File: config.mk
export PLATFORM = sky130hd
export DESIGN_NAME = unix_time_calendar_converter_core_flat
export DESIGN_NICKNAME = d
export VERILOG_FILES = /design/src/rtl/udc_pkg.sv /design/src/rtl/udc_in_if.sv /design/src/rtl/udc_out_if.sv /design/src/rtl/udc_sec_split.sv /design/src/rtl/udc_tod_split.sv /design/src/rtl/udc_date_split.sv /design/src/rtl/udc_cal_sum.sv /design/src/rtl/unix_time_calendar_converter_core.sv /design/src/flat_wrapper.sv
export SDC_FILE = /design/constraint.sdc
export NUM_CORES = 2
export LEC_CHECK = 0
export CAP_MARGIN = 20
export CORE_UTILIZATION = 24
export DETAILED_ROUTE_END_ITERATION = 12
export DONT_BUFFER_PORTS = 1
export GPL_ROUTABILITY_DRIVEN = 0
export GPL_TIMING_DRIVEN = 0
export SLEW_MARGIN = 5
export SYNTH_ARGS = -nofsm -noshare
export SYNTH_HDL_FRONTEND = slang
export SYNTH_SLANG_ARGS = --single-unit
File: constraint.sdc
create_clock -name clk -period 10.3 [get_ports clk]
set_input_delay 0 -clock clk [delete_from_list [all_inputs] [get_ports clk]]
set_output_delay 0 -clock clk [all_outputs]
set_load 0.005 [all_outputs]
File: src/rtl/udc_pkg.sv
// ============================================================================
// udc_pkg: shared types and constants of the Unix time calendar converter
// Word layouts, mode codes, reciprocal constants and the month table.
// ============================================================================
package udc_pkg;

  // Mode codes of the input word.
  localparam logic MODE_TO_CAL  = 1'b0;
  localparam logic MODE_TO_SECS = 1'b1;

  // Number of register stages between input and output.
  localparam int NUM_STAGES = 8;
  // Stage at which the calendar-to-seconds sum is folded into the word.
  localparam int CAL_STAGE  = 2;

  localparam int DAYS_W = 16;  // day count since 2000-01-01
  localparam int SOD_W  = 17;  // second of day

  localparam logic [31:0] EPOCH_2000   = 32'd946684800;
  localparam logic [31:0] EPOCH_2100   = 32'd4102444800;
  // 2000 offset minus one day: the calendar sum counts day 1 as one day.
  localparam logic [31:0] CAL_OFFSET   = 32'd946598400;
  localparam logic [16:0] SECS_PER_DAY = 17'd86400;
  localparam logic [11:0] SECS_PER_HR  = 12'd3600;
  localparam logic [5:0]  SECS_PER_MIN = 6'd60;
  localparam logic [10:0] DAYS_PER_QUAD = 11'd1461;
  localparam logic [8:0]  DAYS_PER_YEAR = 9'd365;

  // Reciprocal multipliers; the shift is the product bit where the quotient starts.
  localparam logic [31:0] DAY_RECIP   = 32'd3257812230;  // floor(2^48 / 86400)
  localparam int          DAY_SHIFT   = 48;
  localparam logic [15:0] HOUR_RECIP  = 16'd37283;       // ceil(2^27 / 3600)
  localparam int          HOUR_SHIFT  = 27;
  localparam logic [12:0] MIN_RECIP   = 13'd4370;        // ceil(2^18 / 60)
  localparam int          MIN_SHIFT   = 18;
  localparam logic [17:0] QUAD_RECIP  = 18'd183735;      // ceil(2^28 / 1461)
  localparam int          QUAD_SHIFT  = 28;

  // Day-of-year where the second, third and fourth year of a leap quad start.
  localparam logic [10:0] QUAD_Y1 = 11'd366;
  localparam logic [10:0] QUAD_Y2 = 11'd731;
  localparam logic [10:0] QUAD_Y3 = 11'd1096;

  typedef struct packed {
    logic        mode;
    logic [31:0] epoch_seconds;
    logic [6:0]  year;
    logic [3:0]  month;
    logic [4:0]  day;
    logic [4:0]  hour;
    logic [5:0]  minute;
    logic [5:0]  second;
  } in_word_t;

  typedef struct packed {
    logic [31:0] out_epoch_seconds;
    logic [6:0]  out_year;
    logic [3:0]  out_month;
    logic [4:0]  out_day;
    logic [4:0]  out_hour;
    logic [5:0]  out_minute;
    logic [5:0]  out_second;
    logic        out_of_range;
  } out_word_t;

  // What travels alongside the arithmetic in every stage.
  typedef struct packed {
    in_word_t word;
    logic     oor;
  } carry_t;

  // Days of a common year before month index mo; past December counts a full year.
  function automatic logic [8:0] days_before_month(input logic [3:0] mo);
    logic [8:0] d;
    unique case (mo)
      4'd0, 4'd1: d = 9'd0;
      4'd2:       d = 9'd31;
      4'd3:       d = 9'd59;
      4'd4:       d = 9'd90;
      4'd5:       d = 9'd120;
      4'd6:       d = 9'd151;
      4'd7:       d = 9'd181;
      4'd8:       d = 9'd212;
      4'd9:       d = 9'd243;
      4'd10:      d = 9'd273;
      4'd11:      d = 9'd304;
      4'd12:      d = 9'd334;
      default:    d = 9'd365;
    endcase
    return d;
  endfunction

endpackage

File: src/rtl/udc_in_if.sv
// ============================================================================
// udc_in_if: input channel of the converter
// Valid/ready handshake carrying one input word.
// ============================================================================
interface udc_in_if;
  logic             valid;
  logic             ready;
  udc_pkg::in_word_t data;

  modport source (output valid, output data, input ready);
  modport sink   (input valid, input data, output ready);
endinterface

File: src/rtl/udc_out_if.sv
// ============================================================================
// udc_out_if: output channel of the converter
// Valid/ready handshake carrying one result word.
// ============================================================================
interface udc_out_if;
  logic              valid;
  logic              ready;
  udc_pkg::out_word_t data;

  modport source (output valid, output data, input ready);
  modport sink   (input valid, input data, output ready);
endinterface

File: src/rtl/udc_sec_split.sv
// ============================================================================
// udc_sec_split: epoch seconds to day count and second of day
// Four stages: offset, reciprocal multiply, remainder, one-step correction.
// ============================================================================
module udc_sec_split (
  input  logic                        clk,
  input  logic [3:0]                  en,
  input  logic [31:0]                 epoch_seconds,
  output logic [udc_pkg::DAYS_W-1:0]  days,
  output logic [udc_pkg::SOD_W-1:0]   sod
);

  logic [31:0]                 t0;
  logic [31:0]                 t1;
  logic [udc_pkg::DAYS_W-1:0]  dq1;
  logic [udc_pkg::DAYS_W-1:0]  dq2;
  logic [udc_pkg::SOD_W:0]     rem2;
  logic [63:0]                 prod;
  logic [31:0]                 rem_full;

  // The estimate is at most one below the true quotient.
  assign prod     = 64'(t0) * 64'(udc_pkg::DAY_RECIP);
  assign rem_full = t1 - (32'(dq1) * 32'(udc_pkg::SECS_PER_DAY));

  always_ff @(posedge clk) begin
    if (en[0]) begin
      t0 <= epoch_seconds - udc_pkg::EPOCH_2000;
    end
    if (en[1]) begin
      t1  <= t0;
      dq1 <= prod[udc_pkg::DAY_SHIFT +: udc_pkg::DAYS_W];
    end
    if (en[2]) begin
      dq2  <= dq1;
      rem2 <= rem_full[udc_pkg::SOD_W:0];
    end
    if (en[3]) begin
      if (rem2 >= (udc_pkg::SOD_W+1)'(udc_pkg::SECS_PER_DAY)) begin
        days <= dq2 + udc_pkg::DAYS_W'(1);
        sod  <= udc_pkg::SOD_W'(rem2 - (udc_pkg::SOD_W+1)'(udc_pkg::SECS_PER_DAY));
      end else begin
        days <= dq2;
        sod  <= rem2[udc_pkg::SOD_W-1:0];
      end
    end
  end

endmodule

File: src/rtl/udc_tod_split.sv
// ============================================================================
// udc_tod_split: second of day to hour, minute and second
// Four stages alternating a reciprocal multiply and a remainder.
// ============================================================================
module udc_tod_split (
  input  logic                       clk,
  input  logic [3:0]                 en,
  input  logic [udc_pkg::SOD_W-1:0]  sod,
  output logic [4:0]                 hour,
  output logic [5:0]                 minute,
  output logic [5:0]                 second
);

  logic [udc_pkg::SOD_W-1:0] sod4;
  logic [4:0]                h4;
  logic [4:0]                h5;
  logic [4:0]                h6;
  logic [11:0]               rh5;
  logic [11:0]               rh6;
  logic [5:0]                mi6;
  logic [32:0]               hprod;
  logic [24:0]               mprod;
  logic [16:0]               rh_full;
  logic [11:0]               se_full;

  assign hprod   = 33'(sod) * 33'(udc_pkg::HOUR_RECIP);
  assign rh_full = sod4 - (17'(h4) * 17'(udc_pkg::SECS_PER_HR));
  assign mprod   = 25'(rh5) * 25'(udc_pkg::MIN_RECIP);
  assign se_full = rh6 - (12'(mi6) * 12'(udc_pkg::SECS_PER_MIN));

  always_ff @(posedge clk) begin
    if (en[0]) begin
      sod4 <= sod;
      h4   <= hprod[udc_pkg::HOUR_SHIFT +: 5];
    end
    if (en[1]) begin
      h5  <= h4;
      rh5 <= rh_full[11:0];
    end
    if (en[2]) begin
      h6  <= h5;
      rh6 <= rh5;
      mi6 <= mprod[udc_pkg::MIN_SHIFT +: 6];
    end
    if (en[3]) begin
      hour   <= h6;
      minute <= mi6;
      second <= se_full[5:0];
    end
  end

endmodule

File: src/rtl/udc_date_split.sv
// ============================================================================
// udc_date_split: day count since 2000 to year, month and day
// Four stages: leap quad estimate, day in quad, year in quad, month search.
// ============================================================================
module udc_date_split (
  input  logic                       clk,
  input  logic [3:0]                 en,
  input  logic [udc_pkg::DAYS_W-1:0] days,
  output logic [6:0]                 year,
  output logic [3:0]                 month,
  output logic [4:0]                 day
);

  logic [udc_pkg::DAYS_W-1:0] days4;
  logic [4:0]                 q4;
  logic [4:0]                 q5;
  logic [10:0]                r5;
  logic [6:0]                 yr6;
  logic [8:0]                 doy6;
  logic                       leap6;
  logic [33:0]                qprod;
  logic [15:0]                r_full;
  logic [1:0]                 yy;
  logic [10:0]                doy_sel;
  logic [3:0]                 mon_idx;
  logic [8:0]                 mon_start;
  logic [8:0]                 thr;
  logic [8:0]                 dd;

  assign qprod  = 34'(days) * 34'(udc_pkg::QUAD_RECIP);
  assign r_full = days4 - (16'(q4) * 16'(udc_pkg::DAYS_PER_QUAD));

  // Year inside the quad; the first year of each quad is the leap year.
  always_comb begin
    priority if (r5 < udc_pkg::QUAD_Y1) begin
      yy      = 2'd0;
      doy_sel = r5;
    end else if (r5 < udc_pkg::QUAD_Y2) begin
      yy      = 2'd1;
      doy_sel = r5 - udc_pkg::QUAD_Y1;
    end else if (r5 < udc_pkg::QUAD_Y3) begin
      yy      = 2'd2;
      doy_sel = r5 - udc_pkg::QUAD_Y2;
    end else begin
      yy      = 2'd3;
      doy_sel = r5 - udc_pkg::QUAD_Y3;
    end
  end

  // Month starts rise, so the last start not above the day wins.
  always_comb begin
    mon_idx   = 4'd0;
    mon_start = 9'd0;
    thr       = 9'd0;
    for (int m = 1; m < 12; m++) begin
      thr = udc_pkg::days_before_month(4'(m + 1)) + 9'(leap6 && (m >= 2));
      if (doy6 >= thr) begin
        mon_idx   = 4'(m);
        mon_start = thr;
      end
    end
    dd = doy6 - mon_start + 9'd1;
  end

  always_ff @(posedge clk) begin
    if (en[0]) begin
      days4 <= days;
      q4    <= qprod[udc_pkg::QUAD_SHIFT +: 5];
    end
    if (en[1]) begin
      q5 <= q4;
      r5 <= r_full[10:0];
    end
    if (en[2]) begin
      yr6   <= {q5, 2'b00} + 7'(yy);
      doy6  <= doy_sel[8:0];
      leap6 <= (yy == 2'd0);
    end
    if (en[3]) begin
      year  <= yr6;
      month <= mon_idx + 4'd1;
      day   <= dd[4:0];
    end
  end

endmodule

File: src/rtl/udc_cal_sum.sv
// ============================================================================
// udc_cal_sum: calendar fields to seconds since 1970
// Two stages: day and second-of-day sums, then the day multiply.
// ============================================================================
module udc_cal_sum (
  input  logic        clk,
  input  logic [1:0]  en,
  input  logic [6:0]  year,
  input  logic [3:0]  month,
  input  logic [4:0]  day,
  input  logic [4:0]  hour,
  input  logic [5:0]  minute,
  input  logic [5:0]  second,
  output logic [31:0] epoch_seconds
);

  logic [udc_pkg::DAYS_W-1:0] days_plus;
  logic [udc_pkg::DAYS_W-1:0] days0;
  logic [udc_pkg::SOD_W-1:0]  hms;
  logic [udc_pkg::SOD_W-1:0]  hms0;
  logic [udc_pkg::SOD_W-1:0]  hms1;
  logic [31:0]                prod1;
  logic [32:0]                day_prod;
  logic                       leap_add;

  assign leap_add  = (month > 4'd2) && (year[1:0] == 2'b00);
  // Day count plus one: day 1 of 2000-01 gives one, folded into the offset.
  assign days_plus = 16'(day) + 16'(udc_pkg::days_before_month(month)) + 16'(leap_add)
                   + 16'(year) * 16'(udc_pkg::DAYS_PER_YEAR)
                   + 16'((8'(year) + 8'd3) >> 2);
  assign hms       = 17'(hour) * 17'(udc_pkg::SECS_PER_HR)
                   + 17'(minute) * 17'(udc_pkg::SECS_PER_MIN) + 17'(second);
  assign day_prod  = 33'(days0) * 33'(udc_pkg::SECS_PER_DAY);

  always_ff @(posedge clk) begin
    if (en[0]) begin
      days0 <= days_plus;
      hms0  <= hms;
    end
    if (en[1]) begin
      prod1 <= day_prod[31:0];
      hms1  <= hms0;
    end
  end

  assign epoch_seconds = prod1 + 32'(hms1) + udc_pkg::CAL_OFFSET;

endmodule

File: src/rtl/unix_time_calendar_converter_core.sv
// ============================================================================
// unix_time_calendar_converter_core: epoch seconds <-> calendar, 2000..2099
// Eight-stage pipeline converting in the direction each word's mode selects.
// ============================================================================
// The converter takes one word per clock while the output side is ready and
// returns one result word for each, in order, from the last of its eight
// register stages: the day split (offset, a 32x32 reciprocal multiply,
// remainder and correction) fills the first four, and the time-of-day and
// date splits fill the last four. A stalled output holds the pipeline; empty
// stages still fill, so bubbles close up. In mode 0
// the word's epoch seconds are turned into year (minus 2000), month, day,
// hour, minute and second; seconds before 2000 or from 2100 on set
// out_of_range and zero all calendar fields, while out_epoch_seconds always
// echoes the input. In mode 1 the calendar fields are echoed and summed into
// seconds since 1970, modulo 2^32, with no range checks on the fields.
module unix_time_calendar_converter_core (
  input  logic        clk,
  input  logic        rst,
  udc_in_if.sink      ingress,
  udc_out_if.source   egress
);

  localparam int NS = udc_pkg::NUM_STAGES;

  // Per-stage valid bits and load enables; a stage loads when it is empty or
  // when the stage after it moves on.
  logic [NS-1:0]   vld;
  logic [NS-1:0]   stg_en;
  udc_pkg::carry_t carry [NS];
  udc_pkg::carry_t cal_fold;
  logic            in_oor;

  logic [udc_pkg::DAYS_W-1:0] days3;
  logic [udc_pkg::SOD_W-1:0]  sod3;
  logic [31:0]                cal_epoch;
  logic [4:0]                 c_hour;
  logic [5:0]                 c_minute;
  logic [5:0]                 c_second;
  logic [6:0]                 c_year;
  logic [3:0]                 c_month;
  logic [4:0]                 c_day;

  always_comb begin
    stg_en[NS-1] = !vld[NS-1] || egress.ready;
    for (int k = NS - 2; k >= 0; k--) begin
      stg_en[k] = !vld[k] || stg_en[k+1];
    end
  end

  assign ingress.ready = stg_en[0];

  assign in_oor = (ingress.data.epoch_seconds < udc_pkg::EPOCH_2000) ||
                  (ingress.data.epoch_seconds >= udc_pkg::EPOCH_2100);

  always_ff @(posedge clk) begin
    if (rst) begin
      vld <= '0;
    end else begin
      if (stg_en[0]) begin
        vld[0] <= ingress.valid;
      end
      for (int k = 1; k < NS; k++) begin
        if (stg_en[k]) begin
          vld[k] <= vld[k-1];
        end
      end
    end
  end

  // The word entering the calendar stage: a mode 1 word takes the finished
  // calendar sum in place of its epoch seconds.
  always_comb begin
    cal_fold = carry[udc_pkg::CAL_STAGE-1];
    if (carry[udc_pkg::CAL_STAGE-1].word.mode == udc_pkg::MODE_TO_SECS) begin
      cal_fold.word.epoch_seconds = cal_epoch;
    end
  end

  // Side line carrying the input word; the calendar sum replaces the epoch
  // seconds of a mode 1 word once it is ready.
  always_ff @(posedge clk) begin
    if (stg_en[0]) begin
      carry[0].word <= ingress.data;
      carry[0].oor  <= in_oor;
    end
    for (int k = 1; k < NS; k++) begin
      if (stg_en[k]) begin
        carry[k] <= (k == udc_pkg::CAL_STAGE) ? cal_fold : carry[k-1];
      end
    end
  end

  udc_sec_split u_sec_split (
    .clk           (clk),
    .en            (stg_en[3:0]),
    .epoch_seconds (ingress.data.epoch_seconds),
    .days          (days3),
    .sod           (sod3)
  );

  udc_cal_sum u_cal_sum (
    .clk           (clk),
    .en            (stg_en[1:0]),
    .year          (ingress.data.year),
    .month         (ingress.data.month),
    .day           (ingress.data.day),
    .hour          (ingress.data.hour),
    .minute        (ingress.data.minute),
    .second        (ingress.data.second),
    .epoch_seconds (cal_epoch)
  );

  udc_tod_split u_tod_split (
    .clk    (clk),
    .en     (stg_en[7:4]),
    .sod    (sod3),
    .hour   (c_hour),
    .minute (c_minute),
    .second (c_second)
  );

  udc_date_split u_date_split (
    .clk   (clk),
    .en    (stg_en[7:4]),
    .days  (days3),
    .year  (c_year),
    .month (c_month),
    .day   (c_day)
  );

  // Result word: echo, zeroed fields on out-of-range seconds, or the split.
  always_comb begin
    egress.valid                  = vld[NS-1];
    egress.data.out_epoch_seconds = carry[NS-1].word.epoch_seconds;
    if (carry[NS-1].word.mode == udc_pkg::MODE_TO_SECS) begin
      egress.data.out_year     = carry[NS-1].word.year;
      egress.data.out_month    = carry[NS-1].word.month;
      egress.data.out_day      = carry[NS-1].word.day;
      egress.data.out_hour     = carry[NS-1].word.hour;
      egress.data.out_minute   = carry[NS-1].word.minute;
      egress.data.out_second   = carry[NS-1].word.second;
      egress.data.out_of_range = 1'b0;
    end else if (carry[NS-1].oor) begin
      egress.data.out_year     = '0;
      egress.data.out_month    = '0;
      egress.data.out_day      = '0;
      egress.data.out_hour     = '0;
      egress.data.out_minute   = '0;
      egress.data.out_second   = '0;
      egress.data.out_of_range = 1'b1;
    end else begin
      egress.data.out_year     = c_year;
      egress.data.out_month    = c_month;
      egress.data.out_day      = c_day;
      egress.data.out_hour     = c_hour;
      egress.data.out_minute   = c_minute;
      egress.data.out_second   = c_second;
      egress.data.out_of_range = 1'b0;
    end
  end

  // An accepted word always occupies the first stage on the next cycle.
  a_accept_fills: assert property (@(posedge clk) disable iff (rst)
    (ingress.valid && ingress.ready) |=> vld[0])
    else $error("accepted word did not enter the pipeline");

  // The day split must leave a second of day below one full day.
  a_sod_bound: assert property (@(posedge clk) disable iff (rst)
    (vld[3] && (carry[3].word.mode == udc_pkg::MODE_TO_CAL) && !carry[3].oor)
      |-> (sod3 < udc_pkg::SECS_PER_DAY))
    else $error("second of day out of bounds after correction");

  // In-range seconds must give a legal date.
  a_date_legal: assert property (@(posedge clk) disable iff (rst)
    (vld[NS-1] && (carry[NS-1].word.mode == udc_pkg::MODE_TO_CAL) && !carry[NS-1].oor)
      |-> ((c_month >= 4'd1) && (c_month <= 4'd12) && (c_day >= 5'd1) &&
           (c_year <= 7'd99)))
    else $error("date split produced an illegal date");

  // In-range seconds must give a legal time of day.
  a_time_legal: assert property (@(posedge clk) disable iff (rst)
    (vld[NS-1] && (carry[NS-1].word.mode == udc_pkg::MODE_TO_CAL) && !carry[NS-1].oor)
      |-> ((c_hour < 5'd24) && (c_minute < 6'd60) && (c_second < 6'd60)))
    else $error("time split produced an illegal time of day");

endmodule
File: src/flat_wrapper.sv
// flat-port wrapper written by rule: the top's interface ports become plain ports
module unix_time_calendar_converter_core_flat 
  (clk, rst, ingress_valid, ingress_data, ingress_ready, egress_valid, egress_data, egress_ready);
  udc_in_if ingress_i ();
  udc_out_if egress_i ();
  input  logic clk;
  input  logic rst;
  input wire logic [$bits(ingress_i.valid)-1:0] ingress_valid;
  input wire logic [$bits(ingress_i.data)-1:0] ingress_data;
  output wire logic [$bits(ingress_i.ready)-1:0] ingress_ready;
  output wire logic [$bits(egress_i.valid)-1:0] egress_valid;
  output wire logic [$bits(egress_i.data)-1:0] egress_data;
  input wire logic [$bits(egress_i.ready)-1:0] egress_ready;
  assign ingress_i.valid = ingress_valid;
  assign ingress_i.data = ingress_data;
  assign ingress_ready = ingress_i.ready;
  assign egress_valid = egress_i.valid;
  assign egress_data = egress_i.data;
  assign egress_i.ready = egress_ready;
  unix_time_calendar_converter_core u_core (.clk(clk), .rst(rst), .ingress(ingress_i), .egress(egress_i));
endmodule
==> run_results.csv <==
group,metric,value,unit
status,status,"finished with violations",
status,violations,"DRC",
synthesis,netlist_area,62500,um2
die,start_util,24.1,%
synthesis,synth_area_leaders,"edfxtp_1 (41%), ha_1 (21%), fa_1 (17%), inv_1 (6.3%), xnor2_1 (2.4%)",
clocking,cts_max_level,3,
global_route,first_global_vias,37000,
synthesis,synth_area_per_cell,13.0,um2
synthesis,synthesis.nets,6509,
drt,dr_total_vias,35300,
clocking,cts_tree,"built",
global_route,antenna_found_initial,8,
place,hpwl,106000,um
global_route,gr-usage-all-layers,10.2,%
drt,via_per_inst,4.15,
synthesis,async_flop_share,0,%
global_route,grt_pass1_wl,210000,um
worst_setup_path,cp_max_fo,11,
drt,antenna_left,0,
timing,setup_ws,2.52,ns
worst_setup_path,endpoint_kind,"flop",
global_route,grt_max_degree,87,
timing,hold_viol_final,0,
place,post-place-ws,2.47,ns
synthesis,ys_ff_latch,867,
synthesis,yosysUniqueCellTypes,73,
timing,fin_worst_skew,0.0260,ns
finish,area_delta_synth_final,13.8,%
clocking,numCtsBuffers,83,
place,place_area,67200,um2
die,core,259000,um2
die,pin_count,138,
place,place_inst,8250,
drt,drtIter0Drc,1928,
finish,stdcell_count,8506,
synthesis,synth-edff-count,859,
synthesis,ys.warnings.count,0,
worst_setup_path,crit_required,10.74,ns
drt,drtPass1Iterations,12,
global_route,grt-ovfl-total,0,
timing,finalCriticalPeriod,7.78,ns
die,dieWidth,512,um
die,design.die.area,263000,um2
finish,postLayoutCellArea,71200,um2
synthesis,synthCells,4829,
drt,routed_wl,134000,um
timing,fin_crit_sh,75.6,%
die,die_h,512,um
clocking,clk_latency,0.68,ns
place,io_buffers,0,
synthesis,synth_area_leader_cell,"edfxtp_1",
timing,max_freq,128,MHz
hold_path,hold_class,"primary input to flop",
timing,max_slew.worst_pin.slew,1.06,ns
synthesis,synth_ff_type,"edfxtp_1",
timing,final_max_slew_viol_count,0,
job,maxCapViolCount,0,
finish,postLayoutCoreUtil,27.4,%
finish,nets,6710,
drt,drt-wirelength-per-cell,15.7,um
clocking,cts-root-buf,"clkbuf_16",
drt,drcViolationCount,2,
worst_setup_path,start_kind,"flop",
synthesis,ys_seq_area_share,41.5,%
timing,rsz0062_at_grt,"false",
worst_setup_path,crit_arrival,8.22,ns
synthesis,netlist.area_leader.share,41.2,%
clocking,clkSinkCount,867,
finish,layout-drive-gt1-share,4.71,%
clocking,postCtsSetupBuffers,0,
timing,maxSlewHeadroom,29.6,%
clocking,clockBufferDepth,3,
timing,finalSetupViolCount,0,
die,row_count,187,
worst_setup_path,critPathKind,"flop to flop",
clocking,clkTransAtPathRegs,0.06,ns
## layout make-up
| type | count | area, um2 |
|---|---|---|
| Fill cell | 26400 | 188000 |
| Multi-Input combinational cell | 2861 | 32400 |
| Sequential cell | 867 | 26000 |
| Tap cell | 3402 | 4260 |
| Inverter | 1045 | 3940 |
| Clock buffer | 98 | 2190 |
| Timing Repair Buffer | 116 | 1340 |
| Clock inverter | 55 | 766 |
| Buffer | 56 | 330 |
| Antenna cell | 6 | 15.0 |
## repair_timing
action | CTS | global route
hold buffers | 93 | 4
resized for setup | 0 | 0
endpoints found under the hold margin | 119 | 4
## state kept, by name, indices dropped and copies added, names as in the netlist, 16 cells and up
name,flops
u_core.carry,518
u_core.u_cal_sum.days0,16
u_core.u_cal_sum.hms0,17
u_core.u_cal_sum.hms1,17
u_core.u_cal_sum.prod1,25
u_core.u_sec_split.days,16
u_core.u_sec_split.dq1,16
u_core.u_sec_split.dq2,16
u_core.u_sec_split.rem2,18
u_core.u_sec_split.sod,17
u_core.u_sec_split.t0,32
u_core.u_sec_split.t1,18
## path summary, 6_finish.rpt
path | slack [ns] | cells after the start | start | to
hold / removal | 0.04 | 1 | ingress_data[1] | u_core.u_cal_sum.hms0[1]
setup reg to reg | 2.52 | 22 | u_core.u_sec_split.t0[9] | u_core.u_sec_split.dq1[2]
setup / recovery | 2.52 | 22 | u_core.u_sec_split.t0[9] | u_core.u_sec_split.dq1[2]
hold reg to reg | 0.41 | 0 | u_core.carry[1][42] | u_core.carry[1][109]
## layer usage
metal	global-route usage [%]	routed length, um	up-vias	part of all wire, %
met5	0	34	-	0.025
li1	-	-	16900	-
met4	2.57	3040	6	2.3
met2	17.0	63200	615	47
met3	1.30	4950	193	3.7
met1	13.9	62500	17600	47
## per-stage QoR
| stage | setup TNS [ns] | hold slack [ns] |
|---|---|---|
| 2_1_floorplan | 0 | 0.0989 |
| 3_3_place_gp | -234.91 | 0.0990 |
| 3_5_place_dp | 0 | 0.0990 |
| 4_1_cts | 0 | 0.000759 |
| 5_1_grt | 0 | 0.00292 |
| 6_report | 0 | 0.0410 |
## cells by family after synthesis
family,after synthesis,share of synthesized area (%)
adders and majority gates,1610,38.6
buffers and inverters,1101,6.80
DFF,867,41.5
AOI/OAI and AO/OA,570,5.91
and+or+nand+nor,416,3.29
xor gates and xnor gates,231,3.23
muxes,34,0.622
## cell usage after synthesis (5+ instances only)
cell,n
nor2b_1,22
or2_2,7
nor3b_1,6
a2111oi_0,5
nor2_1,105
or3_1,7
o21bai_1,31
o22ai_1,6
mux2_2,29
a21oi_1,172
buf_4,32
nor3_1,37
a31oi_1,16
and2_1,9
o21ai_0,102
nand4_1,27
nor4_1,6
xnor2_1,168
ha_1,1074
a22o_1,32
edfxtp_1,859
o21a_1,14
a211oi_1,23
or4_1,5
a41oi_1,5
a21o_1,86
nand3_1,52
fa_1,536
o211ai_1,14
nand2b_1,15
xor2_1,63
inv_1,1045
and3_1,13
nand2_1,92
a21boi_0,5
dfxtp_1,8
o31ai_1,5
and4_1,5
clkbuf_1,22
## cell usage in the layout, fill, tap and decap left out, types with 8 or more instances in the layout
cell           netlist  final
dfxtp_1              8      8
o211ai_1            14     14
and2_1               9      9
o21a_1              14     14
a211oi_1            23     23
a22o_1              32     32
ha_1              1074   1074
bufinv_16            0     15
nand3_1             52     51
nand4_1             27     27
buf_4               32     32
nand2_1             92     90
clkbuf_1            22     32
nor3_1              37     37
edfxtp_1           859    859
dlygate4sd3_1        0     97
clkbuf_16            0     84
o21ai_0            102    102
clkinv_2             0     12
inv_1             1045   1042
xnor2_1            168    168
clkinv_1             0     10
nor2b_1             22     22
mux2_2              29     29
and3_1              13     13
a21o_1              86     86
a31oi_1             16     16
nand2b_1            15     15
nor2_1             105    105
xor2_1              63     63
o21bai_1            31     31
a21oi_1            172    172
fa_1               536    536
## worst max-delay path, stage by stage (launching register included)
cell      delay [ns]
edfxtp_1        0.75
fa_1            0.56
ha_1            0.28
inv_1           0.05
fa_1            0.49
fa_1            0.51
inv_1           0.05
fa_1            0.47
fa_1            0.52
fa_1            0.54
inv_1           0.05
fa_1            0.50
inv_1           0.05
ha_1            0.32
a21oi_1         0.31
o21ai_0         0.37
nor3b_1         0.39
o21ai_0         0.14
a211oi_1        0.41
o21ai_0         0.16
a21o_1          0.20
a21oi_1         0.18
xnor2_1         0.25
Power is not shown: default switching activity piles up to over one toggle a cycle in this logic, so the estimate is an artifact.
